$ cat config.mk
export PLATFORM = sky130hd
export DESIGN_NAME = spi_nor_flash_command_sequencer_top
export DESIGN_NICKNAME = d
export VERILOG_FILES = /design/src/rtl/core/sfcs_pkg.sv /design/src/rtl/core/spi_nor_flash_command_sequencer_top.sv /design/src/rtl/core/sfcs_front.sv /design/src/rtl/core/sfcs_queue.sv /design/src/rtl/core/sfcs_back.sv
export SDC_FILE = /design/constraint.sdc
export NUM_CORES = 1
export LEC_CHECK = 0
export BUFFER_PORTS_ARGS = -buffer_cell sky130_fd_sc_hd__clkbuf_2
export CELL_PAD_IN_SITES_DETAIL_PLACEMENT = 1
export CELL_PAD_IN_SITES_GLOBAL_PLACEMENT = 1
export CORE_ASPECT_RATIO = 0.6
export CORE_MARGIN = 2
export CORE_UTILIZATION = 41
export CTS_CLUSTER_DIAMETER = 30
export DETAILED_ROUTE_END_ITERATION = 8
export PLACE_DENSITY_LB_ADDON = 0.1
export SLEW_MARGIN = 20
export SYNTH_ARGS = -nofsm -noshare
export SYNTH_HDL_FRONTEND = slang
export SYNTH_SLANG_ARGS = --single-unit
export TNS_END_PERCENT = 20
$ cat constraint.sdc
create_clock -name clk -period 7.7 [get_ports clk]
set_input_delay 1.54 -clock clk [delete_from_list [all_inputs] [get_ports clk]]
set_output_delay 1.54 -clock clk [all_outputs]
set_load 0.02 [all_outputs]
$ cat src/rtl/core/sfcs_pkg.sv
package sfcs_pkg;

  // page geometry
  localparam int PAGE_BYTES = 256;
  localparam int PAGE_BITS  = $clog2(PAGE_BYTES);
  localparam int SEG_W      = PAGE_BITS + 1;

  // bundle queue depth
  localparam int QDEPTH = 4;
  localparam int QPTR_W = $clog2(QDEPTH);

  // request and item operations
  localparam logic [2:0] OP_READ     = 3'd0;
  localparam logic [2:0] OP_WRITE    = 3'd1;
  localparam logic [2:0] OP_SECTOR   = 3'd2;
  localparam logic [2:0] OP_SUBSECT  = 3'd3;
  localparam logic [2:0] OP_BULK     = 3'd4;
  localparam logic [2:0] OP_READ_ID  = 3'd5;
  localparam logic [2:0] OP_WR_BYTE  = 3'd6;
  localparam logic [2:0] OP_BUS_BYTE = 3'd7;

  // result kinds
  localparam logic [2:0] K_SEND    = 3'd0;
  localparam logic [2:0] K_RELEASE = 3'd1;
  localparam logic [2:0] K_READ    = 3'd2;
  localparam logic [2:0] K_NEED    = 3'd3;
  localparam logic [2:0] K_DONE    = 3'd4;
  localparam logic [2:0] K_ID      = 3'd5;

  // flash commands
  localparam logic [7:0] OPC_DATA_READ    = 8'h03;
  localparam logic [7:0] CMD_PP           = 8'h02;
  localparam logic [7:0] CMD_SE           = 8'hD8;
  localparam logic [7:0] CMD_SSE          = 8'h20;
  localparam logic [7:0] CMD_BE           = 8'hC7;
  localparam logic [7:0] OPC_ID_READ      = 8'h9F;
  localparam logic [7:0] OPC_WRITE_ENABLE = 8'h06;
  localparam logic [7:0] OPC_STATUS_READ  = 8'h05;
  localparam logic [7:0] DUMMY            = 8'h00;

  typedef struct packed {
    logic [2:0]  kind;
    logic [7:0]  bus_byte;
    logic [7:0]  host_byte;
    logic [23:0] ident;
  } result_t;

  // up to three results caused by one item
  typedef struct packed {
    logic [1:0] cnt;
    result_t    r2;
    result_t    r1;
    result_t    r0;
  } bundle_t;

endpackage

$ cat src/rtl/core/spi_nor_flash_command_sequencer_top.sv
// an item's results go through the bundle queue and the output register to the master side
// throughput: one item per cycle on the slave side; one result per cycle on the master side
// while m_tready is high; an item's results leave one by one, and a four-bundle queue decouples
// the two sides, and the slave side stalls only when that queue is full
// reset: synchronous, sequencer returns to idle, queue and output register empty
module spi_nor_flash_command_sequencer_top
  import sfcs_pkg::*;
(
  input  logic        clk,
  input  logic        rst,
  input  logic        s_tvalid,
  output logic        s_tready,
  input  logic [47:0] s_tdata,   // address[23:0], length[39:24], data_byte[47:40]
  input  logic [2:0]  s_tuser,   // operation[2:0]
  output logic        m_tvalid,
  input  logic        m_tready,
  output logic [39:0] m_tdata,   // bus_byte[7:0], host_byte[15:8], ident[39:16]
  output logic [2:0]  m_tuser,   // kind[2:0]
  output logic        m_tlast
);

  logic    take, push, pop, empty, full;
  bundle_t bundle, head;
  result_t res;

  assign s_tready = !full;
  assign take     = s_tvalid && s_tready;

  sfcs_front u_front (
    .clk       (clk),
    .rst       (rst),
    .take      (take),
    .operation (s_tuser),
    .address   (s_tdata[23:0]),
    .length    (s_tdata[39:24]),
    .data_byte (s_tdata[47:40]),
    .push      (push),
    .bundle    (bundle)
  );

  sfcs_queue u_queue (
    .clk   (clk),
    .rst   (rst),
    .push  (push),
    .din   (bundle),
    .pop   (pop),
    .head  (head),
    .empty (empty),
    .full  (full)
  );

  sfcs_back u_back (
    .clk   (clk),
    .rst   (rst),
    .head  (head),
    .empty (empty),
    .pop   (pop),
    .valid (m_tvalid),
    .ready (m_tready),
    .res   (res),
    .last  (m_tlast)
  );

  assign m_tdata = {res.ident, res.host_byte, res.bus_byte};
  assign m_tuser = res.kind;

  // no push into a full queue
  a_no_overflow: assert property (@(posedge clk) disable iff (rst) !(push && full))
    else $error("bundle pushed into full queue");

  // no pop from an empty queue
  a_no_underflow: assert property (@(posedge clk) disable iff (rst) !(pop && empty))
    else $error("bundle popped from empty queue");

  // a pushed bundle makes the queue non-empty next cycle
  a_push_seen: assert property (@(posedge clk) disable iff (rst) push |=> !empty || $past(pop))
    else $error("pushed bundle lost");

endmodule

$ cat src/rtl/core/sfcs_front.sv
module sfcs_front
  import sfcs_pkg::*;
(
  input  logic        clk,
  input  logic        rst,
  input  logic        take,
  input  logic [2:0]  operation,
  input  logic [23:0] address,
  input  logic [15:0] length,
  input  logic [7:0]  data_byte,
  output logic        push,
  output bundle_t     bundle
);

  localparam logic [2:0] PH_IDLE     = 3'd0;
  localparam logic [2:0] PH_WREN     = 3'd1;
  localparam logic [2:0] PH_WEL_POLL = 3'd2;
  localparam logic [2:0] PH_CMD      = 3'd3;
  localparam logic [2:0] PH_READ     = 3'd4;
  localparam logic [2:0] PH_WAIT_W   = 3'd5;
  localparam logic [2:0] PH_WRITE    = 3'd6;
  localparam logic [2:0] PH_WIP_POLL = 3'd7;

  logic [2:0]       phase, phase_next;
  logic [2:0]       req, req_next;
  logic [23:0]      faddr, faddr_next;
  logic [15:0]      remain, remain_next;
  logic [SEG_W-1:0] seg, seg_next;
  logic [2:0]       fbi, fbi_next;
  logic [23:0]      id_acc, id_next;

  result_t    res [3];
  logic [1:0] n;

  // command byte of a request
  function automatic logic [7:0] cmd_of(input logic [2:0] r);
    logic [7:0] c;
    case (r)
      OP_READ:    c = OPC_DATA_READ;
      OP_WRITE:   c = CMD_PP;
      OP_SECTOR:  c = CMD_SE;
      OP_SUBSECT: c = CMD_SSE;
      OP_BULK:    c = CMD_BE;
      default:    c = OPC_ID_READ;
    endcase
    return c;
  endfunction

  // sequencer step: next state and results for one item
  always_comb begin
    logic [SEG_W-1:0] room;
    logic [2:0]       final_idx;
    logic [2:0]       nxt;
    logic             start_cmd;
    logic             start_poll;
    logic [2:0]       poll_ph;
    logic             fin;
    phase_next  = phase;
    req_next    = req;
    faddr_next  = faddr;
    remain_next = remain;
    seg_next    = seg;
    fbi_next    = fbi;
    id_next     = id_acc;
    n           = 2'd0;
    start_cmd   = 1'b0;
    start_poll  = 1'b0;
    poll_ph     = PH_WIP_POLL;
    fin         = 1'b0;
    room        = '0;
    final_idx   = 3'd0;
    nxt         = 3'd0;
    for (int i = 0; i < 3; i++) res[i] = '0;

    if (operation <= OP_READ_ID) begin
      if (phase == PH_IDLE) begin
        req_next    = operation;
        faddr_next  = address;
        remain_next = length;
        seg_next    = '0;
        fbi_next    = 3'd0;
        id_next     = '0;
        if (operation == OP_READ || operation == OP_READ_ID) begin
          start_cmd = 1'b1;
        end else if (operation == OP_WRITE && length == 16'd0) begin
          fin = 1'b1;
        end else begin
          phase_next = PH_WREN;
          res[0].bus_byte = OPC_WRITE_ENABLE;
          n = 2'd1;
        end
      end
    end else if (operation == OP_WR_BYTE) begin
      if (phase == PH_WAIT_W) begin
        phase_next = PH_WRITE;
        res[0].bus_byte = data_byte;
        n = 2'd1;
      end
    end else if (phase != PH_IDLE && phase != PH_WAIT_W) begin
      case (phase)
        PH_WREN: begin
          res[0].kind = K_RELEASE;
          n = 2'd1;
          start_poll = 1'b1;
          poll_ph = PH_WEL_POLL;
        end
        PH_WEL_POLL, PH_WIP_POLL: begin
          if (fbi < 3'd2) begin
            fbi_next = fbi + 3'd1;
            n = 2'd1;
          end else begin
            res[0].kind = K_RELEASE;
            n = 2'd1;
            if (phase == PH_WEL_POLL) begin
              if (data_byte[1]) begin
                start_cmd = 1'b1;
              end else begin
                start_poll = 1'b1;
                poll_ph = PH_WEL_POLL;
              end
            end else if (data_byte[0]) begin
              start_poll = 1'b1;
            end else if (req == OP_WRITE && remain != 16'd0) begin
              phase_next = PH_WREN;
              fbi_next = 3'd0;
              res[1].bus_byte = OPC_WRITE_ENABLE;
              n = 2'd2;
            end else begin
              fin = 1'b1;
            end
          end
        end
        PH_CMD: begin
          final_idx = (req == OP_BULK) ? 3'd0 : 3'd3;
          if (req == OP_READ_ID && fbi >= 3'd1) id_next = {id_acc[15:0], data_byte};
          if (fbi < final_idx) begin
            nxt = fbi + 3'd1;
            fbi_next = nxt;
            n = 2'd1;
            if (req != OP_READ_ID) begin
              case (nxt)
                3'd1:    res[0].bus_byte = faddr[23:16];
                3'd2:    res[0].bus_byte = faddr[15:8];
                default: res[0].bus_byte = faddr[7:0];
              endcase
            end
          end else if (req == OP_READ) begin
            if (remain != 16'd0) begin
              phase_next = PH_READ;
              n = 2'd1;
            end else begin
              res[0].kind = K_RELEASE;
              n = 2'd1;
              fin = 1'b1;
            end
          end else if (req == OP_WRITE) begin
            phase_next = PH_WAIT_W;
            res[0].kind = K_NEED;
            n = 2'd1;
          end else if (req == OP_READ_ID) begin
            res[0].kind = K_RELEASE;
            res[1].kind = K_ID;
            res[1].ident = id_next;
            n = 2'd2;
            phase_next = PH_IDLE;
            fbi_next = 3'd0;
          end else begin
            res[0].kind = K_RELEASE;
            n = 2'd1;
            start_poll = 1'b1;
          end
        end
        PH_READ: begin
          res[0].kind = K_READ;
          res[0].host_byte = data_byte;
          n = 2'd1;
          remain_next = remain - 16'd1;
          if (remain_next != 16'd0) begin
            n = 2'd2;
          end else begin
            res[1].kind = K_RELEASE;
            n = 2'd2;
            fin = 1'b1;
          end
        end
        PH_WRITE: begin
          seg_next = seg - SEG_W'(1);
          remain_next = remain - 16'd1;
          faddr_next = faddr + 24'd1;
          if (seg_next != '0) begin
            phase_next = PH_WAIT_W;
            res[0].kind = K_NEED;
            n = 2'd1;
          end else begin
            res[0].kind = K_RELEASE;
            n = 2'd1;
            start_poll = 1'b1;
          end
        end
        default: ;
      endcase
    end

    // frame openers and the closing done
    if (start_cmd) begin
      if (req_next == OP_WRITE) begin
        room = SEG_W'(PAGE_BYTES) - {1'b0, faddr_next[PAGE_BITS-1:0]};
        seg_next = ({8'd0, remain_next} < 24'(room)) ? SEG_W'(remain_next) : room;
      end
      phase_next = PH_CMD;
      fbi_next = 3'd0;
      res[n].bus_byte = cmd_of(req_next);
      n = n + 2'd1;
    end
    if (start_poll) begin
      phase_next = poll_ph;
      fbi_next = 3'd0;
      res[n].bus_byte = OPC_STATUS_READ;
      n = n + 2'd1;
    end
    if (fin) begin
      phase_next = PH_IDLE;
      fbi_next = 3'd0;
      res[n].kind = K_DONE;
      n = n + 2'd1;
    end
  end

  assign push       = take && (n != 2'd0);
  assign bundle.cnt = n;
  assign bundle.r0  = res[0];
  assign bundle.r1  = res[1];
  assign bundle.r2  = res[2];

  // sequencer state
  always_ff @(posedge clk) begin
    if (rst) begin
      phase  <= PH_IDLE;
      req    <= '0;
      faddr  <= '0;
      remain <= '0;
      seg    <= '0;
      fbi    <= '0;
      id_acc <= '0;
    end else if (take) begin
      phase  <= phase_next;
      req    <= req_next;
      faddr  <= faddr_next;
      remain <= remain_next;
      seg    <= seg_next;
      fbi    <= fbi_next;
      id_acc <= id_next;
    end
  end

endmodule

$ cat src/rtl/core/sfcs_queue.sv
module sfcs_queue
  import sfcs_pkg::*;
(
  input  logic    clk,
  input  logic    rst,
  input  logic    push,
  input  bundle_t din,
  input  logic    pop,
  output bundle_t head,
  output logic    empty,
  output logic    full
);

  bundle_t           mem [QDEPTH];
  logic [QPTR_W-1:0] wp, rp;
  logic [QPTR_W:0]   count;

  assign empty = (count == '0);
  assign full  = (count == (QPTR_W+1)'(QDEPTH));
  assign head  = mem[rp];

  // bundle storage
  always_ff @(posedge clk) begin
    if (push) mem[wp] <= din;
  end

  // pointers and fill
  always_ff @(posedge clk) begin
    if (rst) begin
      wp    <= '0;
      rp    <= '0;
      count <= '0;
    end else begin
      if (push) wp <= wp + 1'b1;
      if (pop) rp <= rp + 1'b1;
      count <= count + (QPTR_W+1)'(push) - (QPTR_W+1)'(pop);
    end
  end

endmodule

$ cat src/rtl/core/sfcs_back.sv
module sfcs_back
  import sfcs_pkg::*;
(
  input  logic    clk,
  input  logic    rst,
  input  bundle_t head,
  input  logic    empty,
  output logic    pop,
  output logic    valid,
  input  logic    ready,
  output result_t res,
  output logic    last
);

  logic [1:0] idx;
  logic       load;
  logic       fin;
  result_t    pick;

  // pick the next result of the head bundle
  always_comb begin
    case (idx)
      2'd0:    pick = head.r0;
      2'd1:    pick = head.r1;
      default: pick = head.r2;
    endcase
  end

  assign load = !empty && (!valid || ready);
  assign fin  = (idx + 2'd1) == head.cnt;
  assign pop  = load && fin;

  // output register
  always_ff @(posedge clk) begin
    if (rst) begin
      valid <= 1'b0;
      idx   <= '0;
    end else begin
      if (load) begin
        valid <= 1'b1;
        idx   <= fin ? 2'd0 : idx + 2'd1;
      end else if (ready) begin
        valid <= 1'b0;
      end
    end
  end

  always_ff @(posedge clk) begin
    if (load) begin
      res  <= pick;
      last <= fin;
    end
  end

endmodule
==> results.yml <==
worst_hold_path:
  holdCritStartpoint: "u_back.idx[1]"
  hold_path_class: "flip-flop to flip-flop"
  worstHoldEndpoint: "u_back.idx[1]"
  whs_path_depth: 2
placed_design:
  io_buffers: 100
  gp_congestion: 0.928
  place_ws_ns: 1.07
  dp_hpwl_um: 38000
layout:
  nFillCells: 4622
  area_delta_synth_final_pct: 19.2
  diodes: 0
  drive_above_1_share: 0.205
  fin_nets: 1735
synthesis:
  synth_compound_area_frac: 0.122
  ys_warn_count: 0
  synthAdderAreaFrac: 0.0256
  synth_top_area_share: 0.477
  synthXorXnorAreaFrac: 0.0124
  async_reset_ff_frac: 0
  yosys-top-cells-count: "292 x edfxtp_1, 174 x nand2_1, 142 x nor2_1"
  synth_edf_count: 292
  syn-num-nets: 1632
  synth_top_family_by_area: "simple AND/OR/NAND/NOR gates"
  ys_seq_area_frac: 0.580
  yosysMostFrequentCell: "edfxtp_1"
  synth_top_area_cell: "edfxtp_1"
  syn_avg_cell_area_um2: 11.9
  syn-instance-count: 1540
  synthFlopType: "edfxtp_1"
  synth_cell_types: 89
  synth_area_leaders: "edfxtp_1 48%, dfxtp_1 10%, mux4_2 7.6%, nand2_1 3.6%, nor2_1 2.9%"
  syn-cell-area_um2: 18400
  synthSimpleGateAreaFrac: 0.145
  synthMuxAreaShare: 0.0845
  ys_seq_elements: 386
setup_path:
  r2r_start: "u_front.remain[1]"
  worstPathArrival_ns: 6.54
  rr_endpoint: "u_queue.count[2]"
  start_kind: "input port"
  required_ns: 8.13
  worstSetupPathType: "input port to flip-flop"
  cp-end-kind: "flip-flop"
  crit_start: "s_tuser[2]"
  reg2reg_depth: 21
  path_max_fanout: 17
  rrSetupSlack_ns: 2.04
sta:
  drv_slew: 0
  hold_viol_final: 0
  rsz0062_at_grt: "false"
  setup_tns_ns: 0
  skew_ns: 0.0259
  min_period_ns: 6.11
  fin_ws_ns: 1.59
  slew_headroom: 0.323
  worst_pin_slew_ns: 1.02
  setup_viol: 0
  hold_ws_ns: 0.464
  finalCritPeriodShare: 0.793
  fmax_ghz: 0.164
cts:
  cts_setup_buffers: 0
  ctsResizeCount: 0
  cts_sinks: 386
  cts_root_buf: "clkbuf_16"
  clkSlewWorstSetupHoldPaths_ns: 0.05
  cts_max_level: 3
  numCtsBuffers: 71
  cts_tree: "yes"
  hold_buffers: 0
  cts_buffer_depth: 3
  clkLatencyLatePin_ns: 0.59
power:
  combPwrFrac: 0.252
  seq_power_share: 0.359
  powerDensity_nw_per_um2: 361
  switching_share: 0.331
  p_int_mw: 5.29
  power.share.clock: 0.388
  vdd_drop_max_v: 0.000198
  power_leakage_nw: 7.47
  p_switching_mw: 2.62
die:
  dieHeight_um: 168
  start_util: 0.413
  io_pins: 101
  die-area_um2: 46600
  fp-row-count: 60
  core_area_um2: 44500
  die_w_um: 277
detailed_routing:
  ant_nets: 0
  drc: 0
  first_iter_violations: 1320
  totalWireLength_um: 56800
  drt_pass1_iterations: 5
  vias: 13600
  wl_per_cell_um: 24.8
  viasPerCell: 5.94
status:
  run_status: "completed"
global_route:
  grt_pass1_wl_um: 86800
  grt_usage: 0.246
  grt_pass1_vias: 13700
  grt_overflow_total: 0
  antenna_found_initial: 1
  grt_max_degree: 66
flow_run:
  cap_violations: 0
[metal layers]
layer | vias up | GRT usage | routed length [um]
met5 | - | 0 | 0
met4 | 0 | 0.0473 | 792
met3 | 70 | 0.0688 | 4830
met2 | 488 | 0.336 | 23300
met1 | 6942 | 0.385 | 27900
li1 | 6103 | - | -
[cells in the final DEF, fill, tap and decap left out, drive strengths merged, types with 12 or more instances in the layout]
cell type	Yosys	final
a211oi	22	22
a22oi	46	46
nor3	31	31
clkbuf	80	182
nand2	174	174
edfxtp	292	292
mux4	62	62
and3	12	12
ha	36	36
nand3	29	29
clkinv	1	26
nor4	16	16
and2	58	58
o22ai	12	12
inv	38	50
nor2	142	142
buf	20	31
dfxtp	94	94
xnor2	18	18
a21oi	92	92
o21ai	49	49
[cell type report]
class	count	area, um^2	area share
sequential	386	10700	0.487
multi-input combinational	1015	7200	0.329
clock buffer	83	1890	0.0865
timing repair buffer	130	776	0.0354
tap	589	737	0.0337
clock inverter	49	489	0.0223
inverter	39	148	0.00674
[registers in the layout, indices dropped and copies added (netlist names), 2 cells and up, named ones only]
signal / cells
u_queue.wp: 2
u_queue.count: 3
u_queue.mem: 248
u_back.res: 43
u_front.fbi: 3
u_front.remain: 16
u_front.req: 3
u_front.id_acc: 24
u_front.seg: 9
u_back.idx: 2
u_front.faddr: 24
u_front.phase: 3
u_queue.rp: 2
[worst max-delay path by stage]
stage,depth (start not counted),end,slack (ns)
floorplan,15,u_queue.mem[0][118],0.93
global placement,20,u_queue.count[2],1.18
detailed placement,20,u_queue.count[2],1.07
CTS,20,u_queue.count[2],1.65
global route,20,u_queue.count[2],1.30
finish,20,u_queue.count[2],1.59
[through the flow]
step / instances / power (mW) / cell area, um^2 / utilization
global placement: 2159 / 4.83 / 19500 / 0.438
CTS: 2291 / 7.97 / 21900 / 0.492
floorplan: 1540 / 4.14 / 18400 / -
finish: 2291 / 7.91 / 21900 / 0.492
detailed placement: 2159 / 4.87 / 19500 / 0.438
global route: 2291 / 8.29 / 21900 / 0.492
[critical path: stages]
cell and delay, ns:
clkbuf_2 0.28, or4_1 0.61, nor4_1 0.41, a211oi_1 0.18, or2_2 0.34, inv_1 0.09, ha_1 0.23, a21boi_1 0.27
ha_1 0.30, mux2i_1 0.35, inv_1 0.12, ha_1 0.32, o211ai_1 0.10, o311a_1 0.36, ha_1 0.20, inv_1 0.05
fa_1 0.40, xor2_1 0.17, xnor2_1 0.13, nor2_1 0.05
[kinds of logic (layout without fill, tap and decap cells)]
group,Yosys count,after routing
buffers and inverters,139,301
AO/OA/AOI/OAI,331,331
adder cells (fa/ha/maj),37,37
XOR/XNOR,26,26
AND/OR/NAND/NOR,544,544
flip-flops,386,386
multiplexers,77,77
[power groups by stage]
stage          Sequential (mW)  Clock (mW)  Combinational (mW)
3_3_place_gp              2.87           0                1.96
6_report                  2.84        3.07                2.00
5_1_grt                   2.88        3.23                2.17
4_1_cts                   2.84        3.13                2.00
3_5_place_dp              2.88           0                1.99
2_1_floorplan             2.93           0                1.22
No activity file was read; power rests on OpenSTA's default activity.
